## src/rtl/twi_seq_pkg.sv

```systemverilog
package twi_seq_pkg;

    // Transfer buffer geometry. Entry 0 holds the address byte.
    localparam int BUF_DEPTH = 32;
    localparam int BUF_AW    = $clog2(BUF_DEPTH);
    localparam int POS_W     = $clog2(BUF_DEPTH + 1);
    localparam int CMP_W     = (POS_W > 6) ? POS_W : 6;

    // Configuration port.
    localparam int CFG_W     = 14;
    localparam int CFG_IDX_W = 1;
    localparam logic [CFG_IDX_W-1:0] REG_BYTE_COUNT    = 1'b0;
    localparam logic [CFG_IDX_W-1:0] REG_TIMEOUT_TICKS = 1'b1;
    localparam logic [13:0]          TIMEOUT_RESET     = 14'd10000;

    typedef enum logic [2:0] {
        REQ_START  = 3'd0,
        REQ_EVENT  = 3'd1,
        REQ_TICK   = 3'd2,
        REQ_BUF_WR = 3'd3,
        REQ_BUF_RD = 3'd4
    } req_t;

    typedef enum logic [3:0] {
        ST_IDLE    = 4'd0,
        ST_BUSY    = 4'd1,
        ST_OK      = 4'd2,
        ST_EBUSY   = 4'd3,
        ST_ESTOP   = 4'd4,
        ST_ESTART  = 4'd5,
        ST_TIMEOUT = 4'd6,
        ST_ARB     = 4'd7,
        ST_NACK    = 4'd8,
        ST_UNEXP   = 4'd9
    } st_t;

    typedef enum logic [2:0] {
        CMD_NONE     = 3'd0,
        CMD_ABORT    = 3'd1,
        CMD_START    = 3'd2,
        CMD_CONT     = 3'd3,
        CMD_CONT_ACK = 3'd4,
        CMD_STOP     = 3'd5,
        CMD_RELEASE  = 3'd6
    } cmd_t;

    typedef struct packed {
        logic [2:0] req_type;
        logic [7:0] bus_status;
        logic [7:0] rx_byte;
        logic       stop_pending;
        logic       start_pending;
        logic [4:0] buf_index;
        logic [7:0] buf_data;
    } item_t;

    typedef struct packed {
        st_t        status;
        cmd_t       ctl_command;
        logic       tx_valid;
        logic [7:0] tx_byte;
        logic [7:0] read_data;
        logic       accepted;
        logic [7:0] last_bus_status;
    } result_t;

    typedef struct packed {
        logic              en;
        logic [BUF_AW-1:0] addr;
        logic [7:0]        data;
    } buf_wr_t;

    typedef struct packed {
        logic                 wr_en;
        logic [CFG_IDX_W-1:0] index;
        logic [CFG_W-1:0]     data;
    } cfg_wr_t;

endpackage

```

## src/rtl/twi_seq_buf.sv

```systemverilog
module twi_seq_buf (
    input  logic                      aclk,
    input  twi_seq_pkg::buf_wr_t      wr,
    input  logic [twi_seq_pkg::BUF_AW-1:0] rd_addr,
    output logic [7:0]                rd_data
);
    import twi_seq_pkg::*;

    logic [7:0] mem_reg [BUF_DEPTH];

    always_ff @(posedge aclk) begin
        if (wr.en) begin
            mem_reg[wr.addr] <= wr.data;
        end
    end

    // Addresses past a non power of two depth read as zero.
    assign rd_data = ({1'b0, rd_addr} < (BUF_AW + 1)'(BUF_DEPTH)) ? mem_reg[rd_addr] : 8'h00;

endmodule

```

## src/rtl/twi_seq_core.sv

```systemverilog
module twi_seq_core (
    input  logic                           aclk,
    input  logic                           aresetn,
    input  twi_seq_pkg::cfg_wr_t           cfg,
    input  logic                           item_en,
    input  twi_seq_pkg::item_t             item,
    output twi_seq_pkg::result_t           res,
    output twi_seq_pkg::buf_wr_t           buf_wr,
    output logic [twi_seq_pkg::BUF_AW-1:0] buf_rd_addr,
    input  logic [7:0]                     buf_rd_data
);
    import twi_seq_pkg::*;

    // Bus engine status codes after masking the prescaler bits.
    localparam logic [7:0] TWS_MASK        = 8'hF8;
    localparam logic [7:0] TWS_BUS_ERROR   = 8'h00;
    localparam logic [7:0] TWS_START       = 8'h08;
    localparam logic [7:0] TWS_REP_START   = 8'h10;
    localparam logic [7:0] TWS_SLA_W_ACK   = 8'h18;
    localparam logic [7:0] TWS_SLA_W_NACK  = 8'h20;
    localparam logic [7:0] TWS_DATA_W_ACK  = 8'h28;
    localparam logic [7:0] TWS_DATA_W_NACK = 8'h30;
    localparam logic [7:0] TWS_ARB_LOST    = 8'h38;
    localparam logic [7:0] TWS_SLA_R_ACK   = 8'h40;
    localparam logic [7:0] TWS_SLA_R_NACK  = 8'h48;
    localparam logic [7:0] TWS_DATA_R_ACK  = 8'h50;
    localparam logic [7:0] TWS_DATA_R_NACK = 8'h58;

    st_t              run_status_reg, run_status_next;
    logic [POS_W-1:0] position_reg, position_next;
    logic             irq_on_reg, irq_on_next;
    logic [13:0]      tick_count_reg, tick_count_next;
    logic [7:0]       latest_reg, latest_next;
    logic [5:0]       byte_count_reg;
    logic [13:0]      timeout_reg;

    logic [CMP_W-1:0] bc_ext;
    logic [CMP_W-1:0] cnt;
    logic [7:0]       st_masked;
    logic [POS_W-1:0] pos_base;
    logic [POS_W-1:0] pos_rx;
    logic             pos_room;
    logic             idx_ok;
    logic [13:0]      tick_inc;

    assign bc_ext   = CMP_W'(byte_count_reg);
    assign cnt      = (bc_ext > CMP_W'(BUF_DEPTH)) ? CMP_W'(BUF_DEPTH) : bc_ext;
    assign st_masked = item.bus_status & TWS_MASK;
    assign pos_room = position_reg < POS_W'(BUF_DEPTH);
    assign idx_ok   = CMP_W'(item.buf_index) < CMP_W'(BUF_DEPTH);
    assign tick_inc = tick_count_reg + 14'd1;
    assign pos_base = ((st_masked == TWS_START) || (st_masked == TWS_REP_START))
                      ? '0 : position_reg;

    always_comb begin
        run_status_next = run_status_reg;
        position_next   = position_reg;
        irq_on_next     = irq_on_reg;
        tick_count_next = tick_count_reg;
        latest_next     = latest_reg;
        pos_rx          = position_reg;
        buf_wr          = '0;
        buf_rd_addr     = BUF_AW'(item.buf_index);
        res             = '0;
        res.status      = ST_IDLE;
        res.ctl_command = CMD_NONE;

        case (item.req_type)
            REQ_START: begin
                if (run_status_reg == ST_BUSY) begin
                    run_status_next = ST_EBUSY;
                end else if (item.stop_pending) begin
                    run_status_next = ST_ESTOP;
                end else if (item.start_pending) begin
                    res.ctl_command = CMD_ABORT;
                    irq_on_next     = 1'b0;
                    run_status_next = ST_ESTART;
                end else begin
                    run_status_next = ST_BUSY;
                    res.ctl_command = CMD_START;
                    irq_on_next     = 1'b1;
                    tick_count_next = '0;
                    res.accepted    = 1'b1;
                end
            end
            REQ_EVENT: begin
                if (irq_on_reg) begin
                    latest_next = st_masked;
                    case (st_masked)
                        TWS_START, TWS_REP_START, TWS_SLA_W_ACK, TWS_DATA_W_ACK: begin
                            position_next = pos_base;
                            buf_rd_addr   = BUF_AW'(pos_base);
                            if (CMP_W'(pos_base) < cnt) begin
                                res.tx_valid    = 1'b1;
                                res.tx_byte     = buf_rd_data;
                                position_next   = pos_base + POS_W'(1);
                                res.ctl_command = CMD_CONT;
                            end else begin
                                run_status_next = ST_OK;
                                res.ctl_command = CMD_STOP;
                                irq_on_next     = 1'b0;
                            end
                        end
                        TWS_DATA_R_ACK, TWS_SLA_R_ACK: begin
                            if ((st_masked == TWS_DATA_R_ACK) && pos_room) begin
                                buf_wr.en   = 1'b1;
                                buf_wr.addr = BUF_AW'(position_reg);
                                buf_wr.data = item.rx_byte;
                                pos_rx      = position_reg + POS_W'(1);
                            end
                            position_next = pos_rx;
                            // The byte about to be received is the last one: no ack.
                            if ((CMP_W + 1)'(pos_rx) + (CMP_W + 1)'(1) == (CMP_W + 1)'(cnt)) begin
                                res.ctl_command = CMD_CONT;
                            end else begin
                                res.ctl_command = CMD_CONT_ACK;
                            end
                        end
                        TWS_DATA_R_NACK: begin
                            if (pos_room) begin
                                buf_wr.en   = 1'b1;
                                buf_wr.addr = BUF_AW'(position_reg);
                                buf_wr.data = item.rx_byte;
                            end
                            run_status_next = ST_OK;
                            res.ctl_command = CMD_STOP;
                            irq_on_next     = 1'b0;
                        end
                        TWS_ARB_LOST: begin
                            res.ctl_command = CMD_RELEASE;
                            run_status_next = ST_ARB;
                            irq_on_next     = 1'b0;
                        end
                        TWS_BUS_ERROR, TWS_SLA_W_NACK, TWS_SLA_R_NACK, TWS_DATA_W_NACK: begin
                            res.ctl_command = CMD_STOP;
                            run_status_next = ST_NACK;
                            irq_on_next     = 1'b0;
                        end
                        default: begin
                            res.ctl_command = CMD_RELEASE;
                            run_status_next = ST_UNEXP;
                            irq_on_next     = 1'b0;
                        end
                    endcase
                end
            end
            REQ_TICK: begin
                if (!irq_on_reg) begin
                    res.accepted = 1'b1;
                end else begin
                    tick_count_next = tick_inc;
                    // A wrapped counter also ends the wait, and a zero limit acts as one tick.
                    if ((tick_inc >= timeout_reg) || (tick_inc == '0)) begin
                        res.ctl_command = CMD_ABORT;
                        irq_on_next     = 1'b0;
                        tick_count_next = '0;
                        if (run_status_reg < ST_EBUSY) begin
                            run_status_next = ST_TIMEOUT;
                        end
                    end
                end
            end
            REQ_BUF_WR: begin
                if (idx_ok) begin
                    buf_wr.en   = 1'b1;
                    buf_wr.addr = BUF_AW'(item.buf_index);
                    buf_wr.data = item.buf_data;
                end
            end
            REQ_BUF_RD: begin
                if (idx_ok) begin
                    res.read_data = buf_rd_data;
                end
            end
            default: begin
            end
        endcase

        res.status          = run_status_next;
        res.last_bus_status = latest_next;
        if (!item_en) begin
            buf_wr.en = 1'b0;
        end
    end

    always_ff @(posedge aclk) begin
        if (!aresetn) begin
            run_status_reg <= ST_IDLE;
            position_reg   <= '0;
            irq_on_reg     <= 1'b0;
            tick_count_reg <= '0;
            latest_reg     <= '0;
            byte_count_reg <= '0;
            timeout_reg    <= TIMEOUT_RESET;
        end else begin
            if (item_en) begin
                run_status_reg <= run_status_next;
                position_reg   <= position_next;
                irq_on_reg     <= irq_on_next;
                tick_count_reg <= tick_count_next;
                latest_reg     <= latest_next;
            end
            if (cfg.wr_en) begin
                case (cfg.index)
                    REG_BYTE_COUNT:    byte_count_reg <= cfg.data[5:0];
                    REG_TIMEOUT_TICKS: timeout_reg    <= cfg.data;
                    default: begin
                    end
                endcase
            end
        end
    end

endmodule

```

## src/rtl/twi_master_transfer_sequencer_top.sv

```systemverilog
// I2C master transfer sequencer.
// The input channel (s_valid/s_ready) carries one request per beat: a start
// request, a bus status event with its received byte, a timeout tick, or a
// transfer buffer write or read. The result channel (m_valid/m_ready) returns
// exactly one beat per request with the transfer status, the command for the
// byte-level bus engine, an optional byte to transmit, buffer read data and
// the latest masked bus status.
// Each beat is captured in an input register, decoded against the sequencer
// state and the buffer, and lands in an output register. One request is
// taken per cycle for as long as results are drained; each decode does at
// most one buffer read or write.
// When the receiver stalls, the result is held in the output register and the
// input register keeps the next request; further input waits only once both
// are full. The configuration port (cfg_wr_en, cfg_index, cfg_wdata) writes
// the byte count and timeout tick limit and must be used only while no
// request is in flight.
// A synchronous low aresetn empties both registers, returns the sequencer to
// idle with interrupts off, and restores the configuration defaults. The
// buffer contents are not cleared and must be written before they are read.
module twi_master_transfer_sequencer_top (
    input  logic                              aclk,
    input  logic                              aresetn,
    input  logic                              cfg_wr_en,
    input  logic [twi_seq_pkg::CFG_IDX_W-1:0] cfg_index,
    input  logic [twi_seq_pkg::CFG_W-1:0]     cfg_wdata,
    input  logic                              s_valid,
    output logic                              s_ready,
    input  logic [2:0]                        s_req_type,
    input  logic [7:0]                        s_bus_status,
    input  logic [7:0]                        s_rx_byte,
    input  logic                              s_stop_pending,
    input  logic                              s_start_pending,
    input  logic [4:0]                        s_buf_index,
    input  logic [7:0]                        s_buf_data,
    output logic                              m_valid,
    input  logic                              m_ready,
    output logic [3:0]                        m_status,
    output logic [2:0]                        m_ctl_command,
    output logic                              m_tx_valid,
    output logic [7:0]                        m_tx_byte,
    output logic [7:0]                        m_read_data,
    output logic                              m_accepted,
    output logic [7:0]                        m_last_bus_status
);
    import twi_seq_pkg::*;

    logic              in_valid_reg;
    item_t             item_reg;
    logic              out_valid_reg;
    result_t           res_reg;
    result_t           res_next;
    logic              advance;
    cfg_wr_t           cfg;
    buf_wr_t           buf_wr;
    logic [BUF_AW-1:0] buf_rd_addr;
    logic [7:0]        buf_rd_data;

    // The held request moves on whenever the output register is free or drains.
    assign advance = in_valid_reg && (!out_valid_reg || m_ready);
    assign s_ready = aresetn && (!in_valid_reg || advance);

    assign cfg.wr_en = cfg_wr_en;
    assign cfg.index = cfg_index;
    assign cfg.data  = cfg_wdata;

    always_ff @(posedge aclk) begin
        if (!aresetn) begin
            in_valid_reg  <= 1'b0;
            out_valid_reg <= 1'b0;
        end else begin
            if (s_valid && s_ready) begin
                in_valid_reg <= 1'b1;
            end else if (advance) begin
                in_valid_reg <= 1'b0;
            end
            if (advance) begin
                out_valid_reg <= 1'b1;
            end else if (m_ready) begin
                out_valid_reg <= 1'b0;
            end
        end
    end

    always_ff @(posedge aclk) begin
        if (s_valid && s_ready) begin
            item_reg.req_type      <= s_req_type;
            item_reg.bus_status    <= s_bus_status;
            item_reg.rx_byte       <= s_rx_byte;
            item_reg.stop_pending  <= s_stop_pending;
            item_reg.start_pending <= s_start_pending;
            item_reg.buf_index     <= s_buf_index;
            item_reg.buf_data      <= s_buf_data;
        end
        if (advance) begin
            res_reg <= res_next;
        end
    end

    twi_seq_core u_core (
        .aclk        (aclk),
        .aresetn     (aresetn),
        .cfg         (cfg),
        .item_en     (advance),
        .item        (item_reg),
        .res         (res_next),
        .buf_wr      (buf_wr),
        .buf_rd_addr (buf_rd_addr),
        .buf_rd_data (buf_rd_data)
    );

    twi_seq_buf u_buf (
        .aclk    (aclk),
        .wr      (buf_wr),
        .rd_addr (buf_rd_addr),
        .rd_data (buf_rd_data)
    );

    assign m_valid           = out_valid_reg;
    assign m_status          = res_reg.status;
    assign m_ctl_command     = res_reg.ctl_command;
    assign m_tx_valid        = res_reg.tx_valid;
    assign m_tx_byte         = res_reg.tx_byte;
    assign m_read_data       = res_reg.read_data;
    assign m_accepted        = res_reg.accepted;
    assign m_last_bus_status = res_reg.last_bus_status;

endmodule

```

## config.mk

```make
export PLATFORM = sky130hd
export DESIGN_NAME = twi_master_transfer_sequencer_top
export DESIGN_NICKNAME = d
export VERILOG_FILES = /design/src/rtl/twi_seq_pkg.sv /design/src/rtl/twi_seq_buf.sv /design/src/rtl/twi_seq_core.sv /design/src/rtl/twi_master_transfer_sequencer_top.sv
export SDC_FILE = /design/constraint.sdc
export NUM_CORES = 1
export LEC_CHECK = 0
export BUFFER_PORTS_ARGS = -buffer_cell sky130_fd_sc_hd__buf_2
export CORE_ASPECT_RATIO = 1.2
export CORE_MARGIN = 2
export CORE_UTILIZATION = 40
export DETAILED_ROUTE_END_ITERATION = 8
export PLACE_DENSITY = 0.66
export SYNTH_ARGS = -nofsm -noshare
export SYNTH_HDL_FRONTEND = slang
export SYNTH_HIERARCHICAL = 1
export SYNTH_SLANG_ARGS = --single-unit
```

## constraint.sdc

```tcl
create_clock -name aclk -period 12.2 [get_ports aclk]
set_input_delay 1.83 -clock aclk [delete_from_list [all_inputs] [get_ports aclk]]
set_output_delay 1.83 -clock aclk [all_outputs]
set_load 0.005 [all_outputs]
```

==> impl_metrics.yaml, run 1 <==
layout:
  antenna_cells: 0
  drive_above_1_share_pct: 23.69
  fin_nets: 1252
  area_growth_syn_to_layout_pct: 13.78
  final_util_pct: 45.95
  stdcell_count: 1742
  fin_area_um2: 18630
  largest_reg_flops: 256
floorplan:
  die_height_um: 225.6
  io_pins: 89
  rows: 81
  die-width_um: 188.7
  dieArea_um2: 42570
  coreArea_um2: 40540
  start_util_pct: 40.39
cts:
  clkTransAtPathRegs_ns: 0.06
  cts_tree: "done"
  insertion_delay_ns: 0.54
  cts.sinks: 375
  clock_path_buffers: 3
  cts_resized: 0
  cts_buffers: 38
  cts_setup_buffers: 0
  h-tree-depth: 2
  cts_hold_buf: 0
  cts-root-buf: "clkbuf_16"
place:
  globalplace.congestion: 0.8608
  dpl_cell_area_um2: 17380
  place_hpwl_um: 24140
  pre_cts_ws_ns: 6.910
  portBuffers: 85
  dp_cells: 1673
route:
  vias_per_cell: 5.561
  dr.pass1.iters: 5
  drtIter0Drc: 910
  ant_nets: 0
  wirelength_um: 36690
  vias: 9688
  wl_per_cell_um: 21.06
  drc: 0
worst_setup_path:
  cp_num_buf_inv: 2
  startpoint: "item_reg[28]"
  cp-end-kind: "flop"
  cp.depth: 9
  crit_required_ns: 12.48
  cpPeakStageDelay_ns: 0.88
  critical_path_class: "flop to flop"
  reg2reg_to: "m_read_data[3]"
  cp_max_fo: 33
  timing.rr.start: "item_reg[28]"
  cpLargestDelayFamily: "multiplexers"
  path_cells: "a2111oi_0 -> nand2_1 -> o21ai_4 -> buf_4 -> buf_4 -> mux4_2 -> mux4_2 -> mux2_2 -> and3_1"
  crit_arrival_ns: 5.54
  worst-r2r-setup-slack_ns: 6.94
  reg2regPathDepth: 9
  critPathSlowestCell: "a2111oi_0"
  critPathLaunchType: "flop"
global_route:
  grt_pass1_vias: 9667
  grt_usage_pct: 17.32
  antenna_found_initial: 1
  grt_first_pass_wirelength_um: 56040
  grt_max_degree: 50
  grt_overflow: 0
synthesis:
  netlist_area_um2: 16370
  syn_nets: 1172
  syn_inst: 1094
  syn_avg_cell_area_um2: 14.97
  yosysWarnings: 6
pwr:
  ir_drop_v: 0.00009666
  p_total_mw: 2.669
  leakage_nw: 6.774
  power.density_nw_per_um2: 143.3
timing:
  drv_slew: 0
  worstMarginPinSlew_ns: 1.351
  setup_violations: 0
  max_slew_margin_pct: 9.829
  max_freq_mhz: 190.1
  tns_ns: 0
  fin_crit_ns: 5.260
  period_share_pct: 43.12
  hold_viol: 0
  clock_skew_ns: 0.01885
  hold_ws_ns: 0.4531
  rsz0062_at_grt: "false"
  fin_ws_ns: 6.940
min_path:
  whs_endpoint: "u_core/latest_reg[7]"
  hp-class: "flop to flop"
  hold_depth: 2
  hold_start: "u_core/latest_reg[7]"
run:
  cap_violations: 0
outcome:
  outcome: "finished, final reports clean"
-- worst min-delay path, cell delays in order (launching register included) --
cell and delay (ns):
dfxtp_1 0.31, nand2_1 0.05, a21oi_1 0.05
-- worst max path at each step --
stage                                       to  slack (ns)
after floorplan           u_buf/mem_reg[28][0]        6.50
after CTS                       m_read_data[3]        6.86
after global routing            m_read_data[3]        6.63
after detailed placement        m_read_data[3]        6.91
after global placement          m_read_data[3]        7.05
final                           m_read_data[3]        6.94
-- placed cells by master, fill, tap and decap left out, types with 9 or more instances in the layout --
cell         n
a21oi_1     42
buf_2       85
and2_1      18
xnor2_1     15
nand3b_1    12
and3_1      16
mux4_2      80
nor2_1      80
nand2b_1     9
edfxtp_1   320
o21ai_0     20
nor2b_1     10
mux2i_1     11
dfxtp_1     55
a22oi_1     13
mux2_2      17
a31oi_1      9
nand2_1     80
ha_1        24
inv_1       25
o211ai_1    11
clkbuf_16   39
nand3_1     29
buf_4       16
-- layout make-up --
cell class,instances,area [um^2]
tap,539,674.4
clock inverter,22,241.5
inverter,26,97.59
timing repair buffer,101,545.5
multi-input combinational,632,5353
clock buffer,47,1006
fill,3505,21910
sequential,375,10710
-- where the power goes --
part           switching [mW]  internal, mW  leakage (nW)  total (mW)
clock                   0.482         0.677         0.606        1.16
combinational          0.0624        0.0423          2.36       0.105
sequential             0.0103          1.39          3.81        1.40
-- per-layer routing --
| metal | global-route usage (%) | part of all wire (%) | wire length, um |
|---|---|---|---|
| met3 | 3.139 | 5.6 | 2045 |
| met4 | 8.065 | 4.4 | 1608 |
| met1 | 20.76 | 39 | 14480 |
| met2 | 30.35 | 51 | 18530 |
| met5 | 0 | 0.041 | 15 |
(Power assumes the default switching activity.)
==> inputs of run 2 (changes only) <==
--- a/config.mk
+++ b/config.mk
@@ -5,6 +5,7 @@
 export SDC_FILE = /design/constraint.sdc
 export NUM_CORES = 1
 export LEC_CHECK = 0
+export ABC_AREA = 1
 export BUFFER_PORTS_ARGS = -buffer_cell sky130_fd_sc_hd__buf_2
 export CORE_ASPECT_RATIO = 1.2
 export CORE_MARGIN = 2
==> constraint.sdc (replaced) <==
create_clock -name aclk -period 5.1 [get_ports aclk]
set_input_delay 0.765 -clock aclk [delete_from_list [all_inputs] [get_ports aclk]]
set_output_delay 0.765 -clock aclk [all_outputs]
set_load 0.005 [all_outputs]
==> impl_metrics.yaml, run 2 <==
outcome:
  outcome: "finished, final reports clean"
layout:
  multi_input_area_um2: 5620
  final_common_cell: "nand2_1"
  fin_area_um2: 19500
  fin_nets: 1900
  final_util_pct: 45.58
  seq_area_um2: 10710
  largest_reg_flops: 256
  most-common-layout-cells: "517 x nand2_1, 320 x edfxtp_1, 242 x nand3_1"
  stdcell_count: 2402
  area_growth_syn_to_layout_pct: 12.33
  fill_cells: 4010
  antenna_cells: 0
  drive_above_1_share_pct: 14.49
cts:
  clkTransAtPathRegs_ns: 0.06
  cts_hold_buf: 0
  cts_resized: 0
  cts.sinks: 375
  cts_tree: "done"
  cts_setup_buffers: 0
  h-tree-depth: 2
  cts-root-buf: "clkbuf_16"
  clock_path_buffers: 3
  cts_buffers: 40
  insertion_delay_ns: 0.54
floorplan:
  dieArea_um2: 45090
  die_height_um: 232.2
  io_pins: 89
  start_util_pct: 40.57
  die-width_um: 194.2
  rows: 83
  coreArea_um2: 42790
route:
  top_layer: "met4"
  vias_per_cell: 5.100
  dr_wl_met3_um: 2024
  drc: 0
  wirelength_um: 40730
  ant_nets: 0
  drt-met1-wl_um: 16410
  dr.pass1.iters: 5
  wl_per_cell_um: 16.96
  routed-wl-met2_um: 21000
  drtIter0Drc: 1080
  vias: 12250
pwr:
  ir_drop_v: 0.0002160
  power.density_nw_per_um2: 334.4
  leakage_nw: 7.790
  p_total_mw: 6.520
run:
  cap_violations: 0
timing:
  period_share_pct: 82.00
  fin_crit_ns: 4.182
  rsz0062_at_grt: "false"
  setup_violations: 0
  clock_skew_ns: 0.01805
  max_freq_mhz: 239.1
  fin_ws_ns: 0.9182
  tns_ns: 0
  drv_slew: 0
  max_slew_margin_pct: 18.90
  hold_viol: 0
  hold_ws_ns: 0.3979
  worstMarginPinSlew_ns: 1.212
worst_setup_path:
  critPathSlowestCell: "edfxtp_1"
  cp_common_cell: "nand2_1"
  critPathLaunchType: "flop"
  cp-end-kind: "flop"
  critical_path_class: "flop to flop"
  path_cells: "nor2_1 -> inv_2 -> nor2_4 -> inv_2 -> nor2_4 -> inv_2 -> nor2_1 -> buf_4 -> nand2_1 -> o21ai_4 -> clkinv_2 -> buf_12 -> nand2_1 -> nand3_1 -> nand3_1 -> nand2_1 -> nand2_1 -> nand2_1 -> nand2_1 -> nand2_1 -> inv_1 -> nor2_1"
  crit_arrival_ns: 4.46
  cpPeakStageDelay_ns: 0.48
  cp_max_fo: 103
  worst-r2r-setup-slack_ns: 0.92
  crit_required_ns: 5.38
global_route:
  grt_max_degree: 129
  antenna_found_initial: 0
  grt_usage_pct: 17.83
  grt_overflow: 0
  grt_pass1_vias: 12100
  grt_first_pass_wirelength_um: 63820
synthesis:
  syn_inst: 1743
  syn_nets: 1821
  netlist_area_um2: 17360
  yosysWarnings: 6
  syn_avg_cell_area_um2: 9.959
place:
  dp_cells: 2332
  place_hpwl_um: 26400
  portBuffers: 85
  pre_cts_ws_ns: 0.9697
  globalplace.congestion: 0.9278
  dpl_cell_area_um2: 18250
min_path:
  hp-class: "primary input to flop"
-- run 2: per-layer routing --
layer / global-route usage (%) / vias to the layer above
met2: 32.28 / 311
met5: 0 / -
li1: - / 6066
met3: 2.556 / 84
met4: 6.605 / 0
met1: 21.53 / 5789
-- run 2: final timing paths --
path,from,end,cells after the start
setup / recovery,item_reg[33],m_tx_byte[4],22
hold / removal,s_buf_index[2],item_reg[10],1
setup reg to reg,item_reg[33],m_tx_byte[4],22
hold reg to reg,u_core/latest_reg[4],u_core/latest_reg[4],2
-- run 2: power by group --
| group | switching, mW | total [mW] | internal (mW) |
|---|---|---|---|
| Clock | 1.16 | 2.80 | 1.64 |
| Combinational | 0.249 | 0.355 | 0.105 |
| Sequential | 0.0213 | 3.36 | 3.34 |
| Total | 1.44 | 6.52 | 5.08 |
-- run 2: worst max-delay path: cells and delay by family (launching register included) --
kind,cells,cell delay (ns)
AOI/OAI and AO/OA,1,0.09
buffers and inverters,7,1.42
DFF,1,0.48
and+or+nand+nor,14,1.81
-- run 2: final cells by class --
type,count,area share (%)
clock inverter,21,0.9689
sequential,375,54.92
multi-input combinational,1143,28.82
inverter,151,2.964
tap,552,3.542
clock buffer,49,5.467
timing repair buffer,111,3.311
==> inputs of run 3 (changes only) <==
==> constraint.sdc (replaced) <==
create_clock -name aclk -period 4 [get_ports aclk]
set_input_delay 0.6 -clock aclk [delete_from_list [all_inputs] [get_ports aclk]]
set_output_delay 0.6 -clock aclk [all_outputs]
set_load 0.005 [all_outputs]
==> impl_metrics.yaml, run 3 (synthesis results as in run 2) <==
worst_setup_path:
  reg2regPathDepth: 11
  startpoint: "item_reg[31]"
  critPathLaunchType: "flop"
  crit_required_ns: 4.16
  endpoint: "u_buf/mem_reg[9][6]"
  crit_arrival_ns: 3.82
  reg2reg_to: "u_buf/mem_reg[9][6]"
  worst-r2r-setup-slack_ns: 0.34
  cp_max_fo: 24
  cp-end-kind: "flop"
  timing.rr.start: "item_reg[31]"
  critical_path_class: "flop to flop"
floorplan:
  start_util_pct: 40.57
  die-width_um: 194.2
  coreArea_um2: 42790
  io_pins: 89
  dieArea_um2: 45090
  rows: 83
  die_height_um: 232.2
timing:
  max_freq_mhz: 273.3
  max_slew_margin_pct: 28.69
  setup_violations: 0
  worstMarginPinSlew_ns: 1.058
  period_share_pct: 91.46
  drv_slew: 0
  fin_crit_ns: 3.658
  tns_ns: 0
  rsz0062_at_grt: "false"
  clock_skew_ns: 0.01786
  hold_viol: 0
pwr:
  clockPowerShare_pct: 42.7
  p_switching_mw: 1.810
  p_total_mw: 8.269
  ir_drop_v: 0.0003345
  leakage_nw: 7.962
  p_comb_share_pct: 5.5
  switching_share_pct: 21.89
  power.density_nw_per_um2: 418.8
  seq_power_share_pct: 51.8
  p_int_mw: 6.459
route:
  dr.pass1.iters: 5
  vias: 12410
  drtIter0Drc: 910
  wirelength_um: 40140
  drc: 0
  wl_per_cell_um: 16.47
  ant_nets: 0
  vias_per_cell: 5.094
layout:
  final_common_cell: "nand2_1"
  fin_area_um2: 19740
  drive_above_1_share_pct: 15.97
  fill_cells: 3948
  largest_reg_flops: 256
  fin_nets: 1932
  stdcell_count: 2437
  most-common-layout-cells: "517 x nand2_1, 320 x edfxtp_1, 242 x nand3_1"
  area_growth_syn_to_layout_pct: 13.74
  antenna_cells: 0
run:
  cap_violations: 0
global_route:
  grt_pass1_vias: 12120
  grt_overflow: 0
  grt_usage_pct: 17.70
  grt_max_degree: 129
  grt_first_pass_wirelength_um: 64200
  antenna_found_initial: 0
outcome:
  outcome: "finished, final reports clean"
min_path:
  hold_depth: 1
  hp-class: "primary input to flop"
place:
  globalplace.congestion: 0.8754
  place_hpwl_um: 26320
  dp_cells: 2365
  portBuffers: 85
  dpl_cell_area_um2: 18510
cts:
  clkTransAtPathRegs_ns: 0.06
  insertion_delay_ns: 0.53
  h-tree-depth: 2
  cts.sinks: 375
  cts-root-buf: "clkbuf_16"
  cts_hold_buf: 0
  cts_buffers: 39
  cts_setup_buffers: 0
  cts_tree: "done"
  cts_resized: 0
  clock_path_buffers: 3
-- run 3: cell types whose count changed in the layout (fill, tap and decap cells not counted), moves of 2 or more --
cell	before	now
clkbuf_1	7	9
clkinvlp_2	2	0
clkinv_2	5	8
clkbuf_16	41	39
buf_4	24	56
-- run 3: how the worst min path moves through the flow --
stage / startpoint / end / slack, ns
2_1_floorplan: u_core/latest_reg[3] / u_core/latest_reg[3] / 0.42
3_3_place_gp: u_core/latest_reg[5] / u_core/latest_reg[5] / 0.44
3_5_place_dp: u_core/latest_reg[3] / u_core/latest_reg[3] / 0.44
4_1_cts: s_req_type[0] / item_reg[31] / 0.23
5_1_grt: s_bus_status[5] / item_reg[28] / 0.23
6_report: s_bus_status[4] / item_reg[27] / 0.24
-- run 3: final cells by class --
type                       instances  area (um^2)  area share, %
clock buffer                      48         1010          5.114
clock inverter                    24        226.5          1.147
inverter                         151        578.1          2.928
multi-input combinational       1143         5623          28.48
sequential                       375        10710          54.25
tap                              552        690.7          3.498
timing repair buffer             144        905.9          4.588
-- run 3: metal layers --
| metal | part of all wire [%] | wire length (um) | global-route usage [%] |
|---|---|---|---|
| met1 | 42 | 16790 | 22.47 |
| met2 | 51 | 20480 | 31.86 |
| met3 | 4.9 | 1987 | 2.077 |
| met4 | 2.2 | 894 | 4.924 |
| met5 | 0 | 0 | 0 |
-- run 3: power by group through the flow --
stage / registers [mW] / logic (mW) / clock network, mW
final: 4.29 / 0.452 / 3.53
after global routing: 4.29 / 0.507 / 3.74
after CTS: 4.29 / 0.455 / 3.60
after detailed placement: 4.37 / 0.453 / 0
after global placement: 4.37 / 0.445 / 0
after floorplan: 4.36 / 0.313 / 0
-- run 3: worst max-delay path: stages, from the launching register on --
cell and delay (ns):
edfxtp_1 0.40, inv_1 0.09, nor2_1 0.12, inv_2 0.17, nor2_4 0.21, inv_2 0.10
nor2_4 0.10, buf_4 0.27, nand4_1 0.30, a211oi_1 0.50, nand3_1 0.33, nor2_1 0.68
-- run 3: through the flow --
stage,utilization [%],setup slack [ns],hold WS [ns]
finish,46.15,0.3416,0.2443
floorplan,-,0.3950,0.4245
detailed placement,43.25,0.2883,0.4425
global placement,43.25,0.3466,0.4352
global route,46.15,0.09144,0.2257
CTS,46.14,0.2837,0.2299
